[config.mk]
export PLATFORM = sky130hd
export DESIGN_NAME = processing_element_pool_countdown_top
export DESIGN_NICKNAME = d
export VERILOG_FILES = /design/src/rtl/ppc_pkg.sv /design/src/rtl/ppc_ram.sv /design/src/rtl/ppc_ctrl.sv /design/src/rtl/ppc_datapath.sv /design/src/rtl/processing_element_pool_countdown_top.sv
export SDC_FILE = /design/constraint.sdc
export NUM_CORES = 1
export LEC_CHECK = 0
export BUFFER_PORTS_ARGS = -buffer_cell sky130_fd_sc_hd__buf_2
export CORE_AREA = 10 10 246 248
export CTS_CLUSTER_DIAMETER = 40
export CTS_CLUSTER_SIZE = 20
export DETAILED_ROUTE_END_ITERATION = 10
export DIE_AREA = 0 0 256 258
export GPL_ROUTABILITY_DRIVEN = 0
export SYNTH_ARGS = -nofsm -noshare
export SYNTH_HDL_FRONTEND = slang
export SYNTH_SLANG_ARGS = --single-unit
[constraint.sdc]
create_clock -name aclk -period 4.9 [get_ports aclk]
set_input_delay 0.245 -clock aclk [delete_from_list [all_inputs] [get_ports aclk]]
set_output_delay 0.245 -clock aclk [all_outputs]
set_load 0.01 [all_outputs]
[src/rtl/ppc_pkg.sv]
// ----------------------------------------------------------------------------
// ppc_pkg
// Shared types and constants of the processing element pool with countdown.
// ----------------------------------------------------------------------------
package ppc_pkg;

    // default sizing
    localparam int NUM_PE_DEFAULT     = 8;
    localparam int COUNT_BITS_DEFAULT = 16;

    // field widths
    localparam int PE_W     = 3;
    localparam int TASK_W   = 16;
    localparam int MOD_W    = 8;
    localparam int EXEC_W   = 16;
    localparam int TIME_W   = 32;
    localparam int CFG_W    = 4;
    localparam int MAX_TICK = 8;   // elements that pe_index can address

    localparam int S_TDATA_W = 48;
    localparam int M_TDATA_W = 64;

    // s_tdata layout
    localparam int S_PE_LO   = 0;
    localparam int S_TASK_LO = S_PE_LO + PE_W;
    localparam int S_MOD_LO  = S_TASK_LO + TASK_W;
    localparam int S_EXEC_LO = S_MOD_LO + MOD_W;

    localparam logic [CFG_W-1:0] ACTIVE_RESET = 4'd8;

    localparam logic REQ_TICK = 1'b0;
    localparam logic REQ_LOAD = 1'b1;

    localparam logic KIND_ACK  = 1'b0;
    localparam logic KIND_DONE = 1'b1;

    localparam logic STATUS_OK      = 1'b0;
    localparam logic STATUS_REFUSED = 1'b1;

    typedef enum logic [2:0] {
        ST_IDLE = 3'b001,
        ST_SCAN = 3'b010,
        ST_EMIT = 3'b100
    } ppc_state_t;

    typedef struct packed {
        logic accept;  // input beat taken this cycle
        logic scan;    // pick next completion and start its table read
        logic emit;    // load the output register
    } ppc_cmd_t;

    typedef struct packed {
        logic is_load;   // offered beat is a load
        logic tick_hit;  // offered tick would finish at least one element
        logic pend_any;  // completions still waiting
        logic out_free;  // output register can take a beat
    } ppc_stat_t;

endpackage

[src/rtl/ppc_ram.sv]
// ----------------------------------------------------------------------------
// ppc_ram
// Generic single write port, single read port RAM with registered read.
// ----------------------------------------------------------------------------
module ppc_ram #(
    parameter int WIDTH = 24,
    parameter int DEPTH = 8,
    parameter int AW    = (DEPTH > 1) ? $clog2(DEPTH) : 1
) (
    input  logic             aclk,
    input  logic             we,
    input  logic [AW-1:0]    waddr,
    input  logic [WIDTH-1:0] wdata,
    input  logic             re,
    input  logic [AW-1:0]    raddr,
    output logic [WIDTH-1:0] rdata
);

    logic [WIDTH-1:0] mem [DEPTH];
    logic [WIDTH-1:0] rdata_reg;

    always_ff @(posedge aclk) begin
        if (we) begin
            mem[waddr] <= wdata;
        end
        if (re) begin
            rdata_reg <= mem[raddr];
        end
    end

    assign rdata = rdata_reg;

endmodule

[src/rtl/ppc_ctrl.sv]
// ----------------------------------------------------------------------------
// ppc_ctrl
// Sequencer: takes one beat, then walks the completions one table read each.
// ----------------------------------------------------------------------------
module ppc_ctrl (
    input  logic               aclk,
    input  logic               aresetn,
    input  logic               s_tvalid,
    output logic               s_tready,
    input  ppc_pkg::ppc_stat_t stat,
    output ppc_pkg::ppc_cmd_t  cmd
);
    import ppc_pkg::*;

    ppc_state_t state_reg;
    ppc_state_t state_next;
    logic       accept;

    assign s_tready   = (state_reg == ST_IDLE);
    assign accept     = s_tvalid && s_tready;
    assign cmd.accept = accept;
    assign cmd.scan   = (state_reg == ST_SCAN);
    assign cmd.emit   = (state_reg == ST_EMIT) && stat.out_free;

    always_comb begin
        state_next = state_reg;
        unique case (state_reg)
            ST_IDLE: begin
                if (accept) begin
                    if (stat.is_load) begin
                        state_next = ST_EMIT;
                    end else if (stat.tick_hit) begin
                        state_next = ST_SCAN;
                    end
                end
            end
            ST_SCAN: begin
                state_next = ST_EMIT;
            end
            ST_EMIT: begin
                if (stat.out_free) begin
                    state_next = stat.pend_any ? ST_SCAN : ST_IDLE;
                end
            end
            default: begin
                state_next = ST_IDLE;
            end
        endcase
    end

    always_ff @(posedge aclk) begin
        if (!aresetn) begin
            state_reg <= ST_IDLE;
        end else begin
            state_reg <= state_next;
        end
    end

endmodule

[src/rtl/ppc_datapath.sv]
// ----------------------------------------------------------------------------
// ppc_datapath
// Element counters, tick timer, completion mask, task table and output beat.
// ----------------------------------------------------------------------------
module ppc_datapath #(
    parameter int NUM_PE     = ppc_pkg::NUM_PE_DEFAULT,
    parameter int COUNT_BITS = ppc_pkg::COUNT_BITS_DEFAULT
) (
    input  logic                            aclk,
    input  logic                            aresetn,
    input  logic [ppc_pkg::S_TDATA_W-1:0]   s_tdata,
    input  logic                            s_tuser,
    output logic                            m_tvalid,
    input  logic                            m_tready,
    output logic [ppc_pkg::M_TDATA_W-1:0]   m_tdata,
    output logic                            m_tuser,
    output logic                            m_tlast,
    input  logic                            cfg_wr_en,
    input  logic [ppc_pkg::CFG_W-1:0]       cfg_wr_data,
    input  ppc_pkg::ppc_cmd_t               cmd,
    output ppc_pkg::ppc_stat_t              stat
);
    import ppc_pkg::*;

    localparam int IDX_W  = (NUM_PE > 1) ? $clog2(NUM_PE) : 1;
    localparam int MASK_N = (NUM_PE < MAX_TICK) ? NUM_PE : MAX_TICK;
    localparam int ENT_W  = MOD_W + TASK_W;
    localparam int PAD_W  = M_TDATA_W - (1 + PE_W + TASK_W + MOD_W + TIME_W);

    // input fields
    logic [PE_W-1:0]   pe_in;
    logic [TASK_W-1:0] task_in;
    logic [MOD_W-1:0]  mod_in;
    logic [EXEC_W-1:0] exec_in;
    logic              is_load;

    logic [IDX_W-1:0]  pe_idx;
    logic              pe_ok;
    logic              pe_busy;
    logic              load_acc;
    logic              tick_acc;
    logic              ld_wr;

    logic [CFG_W-1:0]      active_reg;
    logic [TIME_W-1:0]     time_reg;
    logic [NUM_PE-1:0]     busy_reg;
    logic [COUNT_BITS-1:0] cnt_reg [NUM_PE];
    logic [NUM_PE-1:0]     dec;
    logic [NUM_PE-1:0]     fin;
    logic [MASK_N-1:0]     hit;
    logic [MASK_N-1:0]     mask_reg;
    logic [PE_W-1:0]       pick;

    // pending result
    logic              res_kind_reg;
    logic              res_status_reg;
    logic [PE_W-1:0]   res_pe_reg;
    logic [TASK_W-1:0] res_task_reg;
    logic [MOD_W-1:0]  res_mod_reg;
    logic              res_use_ram_reg;

    logic              ram_re;
    logic [IDX_W-1:0]  ram_raddr;
    logic [ENT_W-1:0]  ram_rdata;
    logic [TASK_W-1:0] out_task;
    logic [MOD_W-1:0]  out_mod;

    logic                 m_tvalid_reg;
    logic [M_TDATA_W-1:0] m_tdata_reg;
    logic                 m_tuser_reg;
    logic                 m_tlast_reg;
    logic                 out_free;

    assign pe_in   = s_tdata[S_PE_LO +: PE_W];
    assign task_in = s_tdata[S_TASK_LO +: TASK_W];
    assign mod_in  = s_tdata[S_MOD_LO +: MOD_W];
    assign exec_in = s_tdata[S_EXEC_LO +: EXEC_W];
    assign is_load = (s_tuser == REQ_LOAD);

    assign pe_ok    = (32'(pe_in) < NUM_PE);
    assign pe_idx   = IDX_W'(pe_in);
    assign pe_busy  = pe_ok && busy_reg[pe_idx];
    assign load_acc = cmd.accept && is_load;
    assign tick_acc = cmd.accept && !is_load;
    assign ld_wr    = load_acc && pe_ok && !pe_busy;

    // one countdown lane per element
    for (genvar i = 0; i < NUM_PE; i++) begin : g_pe
        logic ticked;
        assign ticked = (i < MAX_TICK) && (32'(active_reg) > i);
        assign dec[i] = ticked && busy_reg[i] && (cnt_reg[i] != '0);
        assign fin[i] = dec[i] && (cnt_reg[i] == COUNT_BITS'(1));

        always_ff @(posedge aclk) begin
            if (!aresetn) begin
                busy_reg[i] <= 1'b0;
                cnt_reg[i]  <= '0;
            end else if (tick_acc && dec[i]) begin
                cnt_reg[i] <= cnt_reg[i] - COUNT_BITS'(1);
                if (fin[i]) begin
                    busy_reg[i] <= 1'b0;
                end
            end else if (ld_wr && (pe_idx == IDX_W'(i))) begin
                busy_reg[i] <= 1'b1;
                cnt_reg[i]  <= COUNT_BITS'(exec_in);
            end
        end
    end

    assign hit = fin[MASK_N-1:0];

    // lowest pending element goes first
    always_comb begin
        pick = '0;
        for (int i = MASK_N - 1; i >= 0; i--) begin
            if (mask_reg[i]) begin
                pick = PE_W'(i);
            end
        end
    end

    always_ff @(posedge aclk) begin
        if (!aresetn) begin
            active_reg <= ACTIVE_RESET;
            time_reg   <= '0;
            mask_reg   <= '0;
        end else begin
            if (cfg_wr_en) begin
                active_reg <= cfg_wr_data;
            end
            if (tick_acc) begin
                time_reg <= time_reg + TIME_W'(1);
                mask_reg <= hit;
            end else if (cmd.scan) begin
                mask_reg <= mask_reg & ~(MASK_N'(1) << pick);
            end
        end
    end

    always_ff @(posedge aclk) begin
        if (load_acc) begin
            res_kind_reg    <= KIND_ACK;
            res_status_reg  <= (pe_ok && !pe_busy) ? STATUS_OK : STATUS_REFUSED;
            res_pe_reg      <= pe_in;
            res_task_reg    <= pe_ok ? task_in : '0;
            res_mod_reg     <= pe_ok ? mod_in : '0;
            res_use_ram_reg <= pe_busy;
        end else if (cmd.scan) begin
            res_kind_reg    <= KIND_DONE;
            res_status_reg  <= STATUS_OK;
            res_pe_reg      <= pick;
            res_use_ram_reg <= 1'b1;
        end
    end

    // task and module held per element
    assign ram_re    = (load_acc && pe_busy) || cmd.scan;
    assign ram_raddr = cmd.scan ? IDX_W'(pick) : pe_idx;

    ppc_ram #(
        .WIDTH (ENT_W),
        .DEPTH (NUM_PE)
    ) u_task_ram (
        .aclk  (aclk),
        .we    (ld_wr),
        .waddr (pe_idx),
        .wdata ({mod_in, task_in}),
        .re    (ram_re),
        .raddr (ram_raddr),
        .rdata (ram_rdata)
    );

    assign out_task = res_use_ram_reg ? ram_rdata[TASK_W-1:0] : res_task_reg;
    assign out_mod  = res_use_ram_reg ? ram_rdata[ENT_W-1:TASK_W] : res_mod_reg;

    assign out_free = !m_tvalid_reg || m_tready;

    always_ff @(posedge aclk) begin
        if (!aresetn) begin
            m_tvalid_reg <= 1'b0;
        end else if (cmd.emit) begin
            m_tvalid_reg <= 1'b1;
        end else if (m_tready) begin
            m_tvalid_reg <= 1'b0;
        end
    end

    always_ff @(posedge aclk) begin
        if (cmd.emit) begin
            m_tdata_reg <= {{PAD_W{1'b0}}, time_reg, out_mod, out_task,
                            res_pe_reg, res_status_reg};
            m_tuser_reg <= res_kind_reg;
            m_tlast_reg <= (mask_reg == '0);
        end
    end

    assign m_tvalid = m_tvalid_reg;
    assign m_tdata  = m_tdata_reg;
    assign m_tuser  = m_tuser_reg;
    assign m_tlast  = m_tlast_reg;

    assign stat.is_load  = is_load;
    assign stat.tick_hit = (hit != '0);
    assign stat.pend_any = (mask_reg != '0);
    assign stat.out_free = out_free;

endmodule

[src/rtl/processing_element_pool_countdown_top.sv]
// ----------------------------------------------------------------------------
// processing_element_pool_countdown_top
// Pool of processing elements counted down by tick beats, loaded by load beats.
// ----------------------------------------------------------------------------
// A load beat is accepted in IDLE, and EMIT then fills the output register.
// A tick beat that finishes no element stays in IDLE; a tick that finishes
// elements passes SCAN and then EMIT for each completion, since each needs one read
// of the task table (one read port) before its beat goes out. Every element below
// the active count and MAX_TICK is counted down in parallel in the accept cycle.
// A stalled m_tready holds EMIT only once the output register is full; the next
// input beat is taken while a result still waits there.
module processing_element_pool_countdown_top #(
    parameter int NUM_PE     = ppc_pkg::NUM_PE_DEFAULT,
    parameter int COUNT_BITS = ppc_pkg::COUNT_BITS_DEFAULT
) (
    input  logic                          aclk,
    input  logic                          aresetn,
    input  logic                          s_tvalid,
    output logic                          s_tready,
    // pe_index[2:0], task_id[18:3], module_id[26:19], exec_count[42:27], zeros
    input  logic [ppc_pkg::S_TDATA_W-1:0] s_tdata,
    // req_type
    input  logic                          s_tuser,
    output logic                          m_tvalid,
    input  logic                          m_tready,
    // load_status[0], done_pe[3:1], done_task[19:4], done_module[27:20],
    // time_stamp[59:28], zeros
    output logic [ppc_pkg::M_TDATA_W-1:0] m_tdata,
    // result_kind
    output logic                          m_tuser,
    output logic                          m_tlast,
    input  logic                          cfg_wr_en,
    input  logic [ppc_pkg::CFG_W-1:0]     cfg_wr_data
);
    import ppc_pkg::*;

    ppc_cmd_t  cmd;
    ppc_stat_t stat;

    ppc_ctrl u_ctrl (
        .aclk     (aclk),
        .aresetn  (aresetn),
        .s_tvalid (s_tvalid),
        .s_tready (s_tready),
        .stat     (stat),
        .cmd      (cmd)
    );

    ppc_datapath #(
        .NUM_PE     (NUM_PE),
        .COUNT_BITS (COUNT_BITS)
    ) u_datapath (
        .aclk        (aclk),
        .aresetn     (aresetn),
        .s_tdata     (s_tdata),
        .s_tuser     (s_tuser),
        .m_tvalid    (m_tvalid),
        .m_tready    (m_tready),
        .m_tdata     (m_tdata),
        .m_tuser     (m_tuser),
        .m_tlast     (m_tlast),
        .cfg_wr_en   (cfg_wr_en),
        .cfg_wr_data (cfg_wr_data),
        .cmd         (cmd),
        .stat        (stat)
    );

endmodule

Yosys cells after proc, flatten, opt, wreduce, memory -nomap -nowiden --
Memories as Yosys holds them, arrays and structs flattened. A register that Yosys moved wholly into a read port is not among the register bits. Index checks and enable logic that the tools add are counted.
Cells by class: add/subtract/negate cells 9, magnitude comparators 9, equality and inequality tests 29, shift operators 1, mux-type cells 129, bitwise gates (word level) 18, reductions and logical operators 83
Operators by type and width (count):
- 2-to-1 mux 16 bit | 17
- equality test 16 x 1 -> 1 bit (second input constant) | 8
- nonzero test 16 bit | 8
- subtractor 16 x 1 -> 16 bit (second input constant) | 8
- 2-to-1 mux 1 bit | 91
- logical AND 1 bit | 46
- 2-to-1 mux 3 bit | 15
- adder 32 x 1 -> 32 bit (second input constant) | 1
- 2-to-1 mux 8 bit | 3
- nonzero test 2 bit | 11
- != test 2 x 1 -> 1 bit (second input constant) | 9
- greater-than comparator 4 x 3 -> 1 bit (second input constant) | 4
- OR 1 bit | 16
- AND reduction 2 bit | 8
- nonzero test 8 bit | 2
- equality test 3 bit (second input constant) | 5
- equality test 3 x 2 -> 1 bit (second input constant) | 3
- one-hot mux 3 bit (3 select lines) | 1
- bitwise AND 8 bit | 1
- greater-than comparator 4 x 1 -> 1 bit (second input constant) | 2
- greater-than comparator 4 x 2 -> 1 bit (second input constant) | 2
- zero test 8 bit | 1
- NOT 8 bit | 1
- << shifter 1 x 3 -> 8 bit (first input constant) | 1
- 10 further kinds | 14
Storage, ports and cells: register bits 148, RAM bits 320, output and inout bits 68, memories kept 2
Memory list:
- u_datapath.u_task_ram.mem | words 8, bits a word 24, rd ports 1, clocked after Yosys merged registers in 1, wr ports 1, line ppc_ram.sv:19 | logic [WIDTH-1:0] mem [DEPTH];
- u_datapath.cnt_reg | words 8, bits a word 16, rd ports 8, clocked after Yosys merged registers in 0, wr ports 8, line ppc_datapath.sv:47 | logic [COUNT_BITS-1:0] cnt_reg [NUM_PE];

Depth between registers and ports, before layout --
Gate-level depths: netlist (run 1).
depth after elaboration 13, gate-level depth with buffers 9, depth with buffers taken out 7

Hierarchy --
A second synthesis (run 1) with hierarchy kept.
Unflattened totals: cells, all modules 1598, area, all modules 21812.2 um^2
By module, submodules not included:
- ppc_datapath | times used 1, cells each 1261, area each 13538.0 um^2, seq. area each 7657.3 um^2
- ppc_ram | times used 1, cells each 314, area each 8050.2 um^2, seq. area each 6486.2 um^2
- ppc_ctrl | times used 1, cells each 23, area each 224.0 um^2, seq. area each 60.1 um^2

Least setup slack after synthesis (run 1) --
No wires, ideal clock.
path type register to register, start point register u_ctrl.state_reg[2], end point memory u_datapath.cnt_reg[0][32] (netlist name) (enable), setup time 376 ps, arrival time 4149 ps, data required time 4524 ps, slack 376 ps, cell stages (with the launch flop) 6, path buffers 1, period minus slack after synthesis 4524 ps, cell sequence dfxtp_1 buf_6 nor3b_2 nand3_2 nor4_1 nand3b_1
RTL lines:
- from (decl) | line ppc_ctrl.sv:15 | ppc_state_t state_reg;
- from (signal assigned) | line ppc_ctrl.sv:55 | state_reg <= state_next;
- to (decl) | line ppc_datapath.sv:47

==> impl_metrics.csv, run 1 <==
group,metric,value,unit
clock_network,cts_max_level,3,
pwr,switching_share,0.233,
synthesis,synth-edff-count,435,
setup_path,worstPathArrival,3330,ps
timing,maxSlewViolCount,0,
pwr,clockPowerShare,0.517,
setup_path,ff2ff_setup_slack,1660,ps
floorplan,core_area,55700,um^2
floorplan,start_util,0.394,
synthesis,syn_area,22000,um^2
outcome,status,"complete, no violations",
pwr,p_int,8.38,mW
synthesis,ys_ff_latch,492,
pwr,combPwrFrac,0.049,
grt,grt_pass1_wl,81.3,mm
floorplan,die_h,258,um
route,dr.pass1.iters,7,
final_layout,layout_common_cells,"435 x edfxtp_1, 116 x buf_2, 106 x nor2_1",
pwr,p_leak,8.84,nW
final_layout,final_common_cell,"edfxtp_1",
final_layout,drive_gt1_frac,0.235,
pwr,p_sw,2.55,mW
route,num_vias,13700,
synthesis,synthAdderAreaFrac,0.00968,
clock_network,clockBufferDepth,3,
clock_network,ctsHoldBuffers,36,
setup_path,reg2reg_to,"u_datapath.cnt_reg[1][9]",
synthesis,async_flop_share,0,
grt,grt_max_degree,52,
clock_network,cts.clk_slew.worst_paths,50,ps
synthesis,ys.flop_type,"edfxtp_1",
synthesis,synth_top_family_by_area,"simple AND/OR/NAND/NOR gates",
clock_network,cts_resized,0,
route,wl_met3,3.56,mm
synthesis,yosys.area_share.simple,0.108,
clock_network,clkLatencyLatePin,630,ps
timing,setup_violations,0,
synthesis,ys_seq_area_frac,0.646,
final_layout,syn_to_final_growth,20.2,%
synthesis,avgSynthCellArea,14.6,um^2
final_layout,final_nets,1762,
setup_path,worstReg2RegStart,"u_datapath.cnt_reg[1][4]",
synthesis,synth.distinct_cells,87,
final_layout,largest_reg_flops,192,
timing,tightest_slew,1110,ps
route,drt_iter0_drc,1052,
route,wl_met1,23.3,mm
pwr,power.total,10.9,mW
timing,hold_violations,0,
placed_design,dp.cells,2324,
clock_network,clock_sinks,492,
timing,period_share,0.661,
setup_path,path_class,"reg -> reg",
grt,track_usage,0.158,
setup_path,endpoint,"u_datapath.cnt_reg[1][9]",
clock_network,cts_setup_buffers,0,
clock_network,cts-buffers-inserted,81,
final_layout,nFillCells,4890,
timing,rsz0062_at_grt,"false",
synthesis,synthCells,1505,
final_layout,multiInputGateArea,7270,um^2
placed_design,dp.final_hpwl,31.7,mm
grt,grt_overflow_total,0,
route,vias_per_cell,5.46,
setup_path,crit_path_max_fanout,16,
timing,period_minus_slack,3240,ps
floorplan,boundaryPins,126,
synthesis,synth-warning-count,0,
timing,max_freq,309,MHz
timing,tns,0,ps
floorplan,dieArea,66000,um^2
route,finalWirelength,53.1,mm
setup_path,rr_worst_depth,4,
min_path,hold_path_class,"in -> reg",
setup_path,endpoint_kind,"register",
clock_network,cts_tree,"yes",
pwr,peakVddDrop,0.288,mV
final_layout,regArea,14200,um^2
pwr,power_density,414,nW/um^2
timing,finClkSkew,43.2,ps
synthesis,synthMuxAreaShare,0.0790,
route,top_layer,"met5",
route,wl_met2,25.0,mm
route,wl_per_cell,21.2,um
floorplan,num_rows,87,
setup_path,cp.required,4990,ps
route,drc_errors,0,
synthesis,synth_compound_area_frac,0.0827,
job,maxCapViolCount,0,
pwr,power_frac_seq,0.434,
grt,grt_pass1_vias,13800,
setup_path,worstSetupStartpointType,"register",
grt,antenna_found_initial,2,
floorplan,die_w,256,um
synthesis,synth_xor_xnor_area_share,0.0486,
final_layout,diodes,0,
setup_path,startpoint,"u_datapath.cnt_reg[1][4]",
clock_network,cts_root_buf,"clkbuf_16",
placed_design,port_buffers,116,
timing,slew_headroom,0.257,
route,antenna_left,0,
final_layout,final_cells,2507,
-- worst max-delay path: stages, from the launching register on --
cell and delay [ps]:
edfxtp_1 470, nor4_2 740, nand2_1 290, o311ai_2 510, nand3_1 700
-- metrics by stage --
stage | area (um^2) | setup WS (ps) | util | hold WS [ps]
finish | 26400 | 1660 | 0.474 | 38.1
global route | 26400 | 1430 | 0.474 | 69.4
CTS | 26400 | 1600 | 0.474 | 11.7
detailed placement | 23300 | 1650 | 0.418 | 412
global placement | 23300 | 1630 | 0.418 | 413
floorplan | 22000 | 376 | - | 344
-- power groups by stage --
stage	Clock [mW]	Combinational, mW	Sequential, mW
4_1_cts	5.75	0.542	4.74
5_1_grt	5.95	0.585	4.75
6_report	5.65	0.537	4.75
3_5_place_dp	0	0.514	4.83
2_1_floorplan	0	0.346	4.81
3_3_place_gp	0	0.506	4.82
-- routing by layer --
| metal | vias to the layer above | GRT usage |
|---|---|---|
| li1 | 6292 | - |
| met1 | 6859 | 0.213 |
| met2 | 433 | 0.250 |
| met3 | 99 | 0.0363 |
| met4 | 4 | 0.0514 |
| met5 | - | 0 |
-- synth_stat cells, types with 14 or more instances --
library cell  instances  area [um^2]
edfxtp_1            435        13100
or4_1                14          105
mux2_2               48          541
dfxtp_1              57         1140
o21ai_0              23          115
xnor2_1              79          692
nand2_1              70          263
nor3_1               39          195
nand3_1              25          125
xor2_1               43          377
mux4_2               50         1130
or3_1                20          125
nand4_1              23          144
a21oi_1              25          125
buf_2                18         90.1
clkbuf_1             28          105
ha_1                 17          213
o2bb2ai_1            93          815
nor4_1               33          206
inv_1                31          116
nor2_1              106          398
-- how the worst min path moves through the flow --
| stage | end | depth (start not counted) | from |
|---|---|---|---|
| 4_1_cts | u_datapath.m_tvalid | 3 | m_tready |
| 3_3_place_gp | u_datapath.m_tdata[0] | 0 | u_datapath.res_status_reg |
| 6_report | u_datapath.m_tvalid | 3 | m_tready |
| 5_1_grt | u_datapath.m_tvalid | 3 | m_tready |
| 2_1_floorplan | u_datapath.res_mod_reg[0] | 0 | s_tdata[19] |
| 3_5_place_dp | u_datapath.m_tdata[2] | 0 | u_datapath.res_pe_reg[1] |
-- kinds of logic after synthesis --
group                      count (synthesis)
DFF                                      492
muxes                                    105
other                                      1
and+or+nand+nor                          424
xor gates and xnor gates                 122
buffers and inverters                    113
adders and majority gates                 17
AOI/OAI and AO/OA                        231
-- final cells by class --
type	count	area share
clock buffers	89	0.0798
repair buffers	174	0.0423
inverters	35	0.00497
multi-input cells	903	0.275
clock inverters	58	0.0244
well taps	756	0.0358
flip-flops and latches	492	0.538
(Power assumes the default switching activity.)
==> run 2, diff against run 1 <==
==> constraint.sdc (replaced) <==
create_clock -name aclk -period 3 [get_ports aclk]
set_input_delay 0.15 -clock aclk [delete_from_list [all_inputs] [get_ports aclk]]
set_output_delay 0.15 -clock aclk [all_outputs]
set_load 0.01 [all_outputs]
==> impl_metrics.csv, run 2 (synthesis gave the netlist of run 1 again) <==
group,metric,value,unit
grt,grt_max_degree,49,
final_layout,syn_to_final_growth,22.4,%
timing,tightest_slew,1190,ps
placed_design,port_buffers,116,
clock_network,cts_max_level,3,
timing,period_share,0.916,
setup_path,cp.required,3430,ps
grt,grt_overflow_total,0,
setup_path,reg2reg_to,"u_datapath.cnt_reg[1][16]",
timing,finClkSkew,46.2,ps
floorplan,num_rows,87,
timing,maxSlewViolCount,0,
timing,hold_violations,0,
min_path,min_delay_worst_endpoint,"u_datapath.cnt_reg[0][9]",
clock_network,clock_sinks,492,
setup_path,worstReg2RegStart,"u_ctrl.state_reg[0]",
grt,grt_pass1_vias,13900,
pwr,peakVddDrop,0.698,mV
floorplan,dieArea,66000,um^2
final_layout,diodes,0,
setup_path,crit_path_max_fanout,17,
min_path,min_path_cells,2,
setup_path,path_buf_inv,0,
route,num_vias,13800,
setup_path,critPathMaxStageDelay,1000,ps
pwr,power_frac_seq,0.426,
grt,grt_pass1_wl,82.0,mm
route,drt_iter0_drc,1029,
final_layout,drive_gt1_frac,0.249,
timing,max_freq,364,MHz
floorplan,die_w,256,um
placed_design,dp.cells,2362,
floorplan,core_area,55700,um^2
timing,period_minus_slack,2750,ps
route,vias_per_cell,5.44,
final_layout,final_cells,2545,
min_path,hold_start,"s_tdata[36]",
route,wl_per_cell,21.0,um
clock_network,cts-buffers-inserted,80,
pwr,p_sw,4.17,mW
timing,rsz0062_at_grt,"false",
timing,slew_headroom,0.203,
setup_path,worstSetupStartpointType,"register",
timing,setup_violations,0,
pwr,clockPowerShare,0.523,
setup_path,cp_cell_sequence,"nor3b_2 > nand4_1 > nor3_4 > nor3b_2 > o2bb2ai_1",
final_layout,layout_common_cells,"435 x edfxtp_1, 116 x buf_2, 106 x nor2_1",
setup_path,endpoint_kind,"register",
pwr,power.total,18.2,mW
pwr,combPwrFrac,0.050,
placed_design,place_ws,256,ps
pwr,power_density,677,nW/um^2
clock_network,cts_root_buf,"clkbuf_16",
setup_path,path_class,"reg -> reg",
setup_path,rr_worst_depth,5,
pwr,switching_share,0.229,
clock_network,cts.clk_slew.worst_paths,50,ps
floorplan,die_h,258,um
timing,tns,0,ps
setup_path,crit_family,"simple AND/OR/NAND/NOR gates",
clock_network,clkLatencyLatePin,640,ps
final_layout,final_common_cell,"edfxtp_1",
clock_network,cts_tree,"yes",
min_path,hold_path_class,"in -> reg",
pwr,p_leak,9.10,nW
grt,antenna_found_initial,1,
placed_design,dp.final_hpwl,32.6,mm
setup_path,crit_slowest_cell,"nor3b_2",
setup_path,path_common_cell,"nor3b_2",
final_layout,largest_reg_flops,192,
clock_network,clockBufferDepth,3,
pwr,p_int,14.0,mW
final_layout,stdcell_area,26900,um^2
job,maxCapViolCount,0,
final_layout,final_nets,1798,
setup_path,worstPathArrival,3180,ps
placed_design,dpl_cell_area,23700,um^2
clock_network,cts_resized,0,
setup_path,ff2ff_setup_slack,250,ps
outcome,status,"complete, no violations",
route,antenna_left,0,
floorplan,start_util,0.394,
route,finalWirelength,53.3,mm
route,drc_errors,0,
route,dr.pass1.iters,5,
floorplan,boundaryPins,126,
timing,fin_ws,251,ps
grt,track_usage,0.158,
[run 2: layout make-up]
cell class	count	area [um^2]
clock buffer	97	2150
clock inverter	51	702
fill	4820	28800
inverter	35	131
multi-input combinational	903	7300
sequential	492	14200
tap	756	946
timing repair buffer	211	1460
[run 2: worst max path at each step]
stage	from	to	slack, ps	cells past startpoint
after detailed placement	u_ctrl.state_reg[1]	u_datapath.u_task_ram.rdata[9]	260	5
after CTS	u_ctrl.state_reg[1]	u_datapath.u_task_ram.rdata[9]	250	5
after global placement	u_ctrl.state_reg[1]	u_datapath.u_task_ram.rdata[3]	290	5
after global routing	u_ctrl.state_reg[0]	u_datapath.cnt_reg[1][25]	110	5
after floorplan	u_ctrl.state_reg[2]	u_datapath.cnt_reg[0][0]	-480	5
final	u_ctrl.state_reg[0]	u_datapath.cnt_reg[1][16]	250	5
[run 2: power by group through the flow]
stage	Clock [mW]	Sequential (mW)	Combinational, mW
3_5_place_dp	0	7.89	0.877
2_1_floorplan	0	7.85	0.570
3_3_place_gp	0	7.88	0.866
6_report	9.52	7.75	0.916
5_1_grt	10.0	7.77	0.997
4_1_cts	9.70	7.75	0.925
[run 2: metrics by stage]
stage                     hold WS [ps]  utilization
final                             65.3        0.482
after global routing              53.0        0.482
after CTS                         40.0        0.482
after detailed placement           377        0.425
after global placement             379        0.425
after floorplan                    249            -
[run 2: routing by layer]
| metal | vias to the layer above | track usage | wire length [um] |
|---|---|---|---|
| met3 | 103 | 0.0344 | 3250 |
| met5 | - | 0 | 11 |
| li1 | 6354 | - | - |
| met2 | 434 | 0.254 | 25200 |
| met1 | 6941 | 0.209 | 23400 |
| met4 | 2 | 0.0585 | 1430 |
[run 2: timing repair]
item	CTS	global route
setup buffers	0	0
endpoints found under the hold margin	223	0
hold buffers	35	0
[run 2: worst reg2reg max path: stages, from the launching register on]
cell and delay (ps):
dfxtp_1 450, nor3b_2 330, nand4_1 250, nor3_4 330, nor3b_2 1000, o2bb2ai_1 220
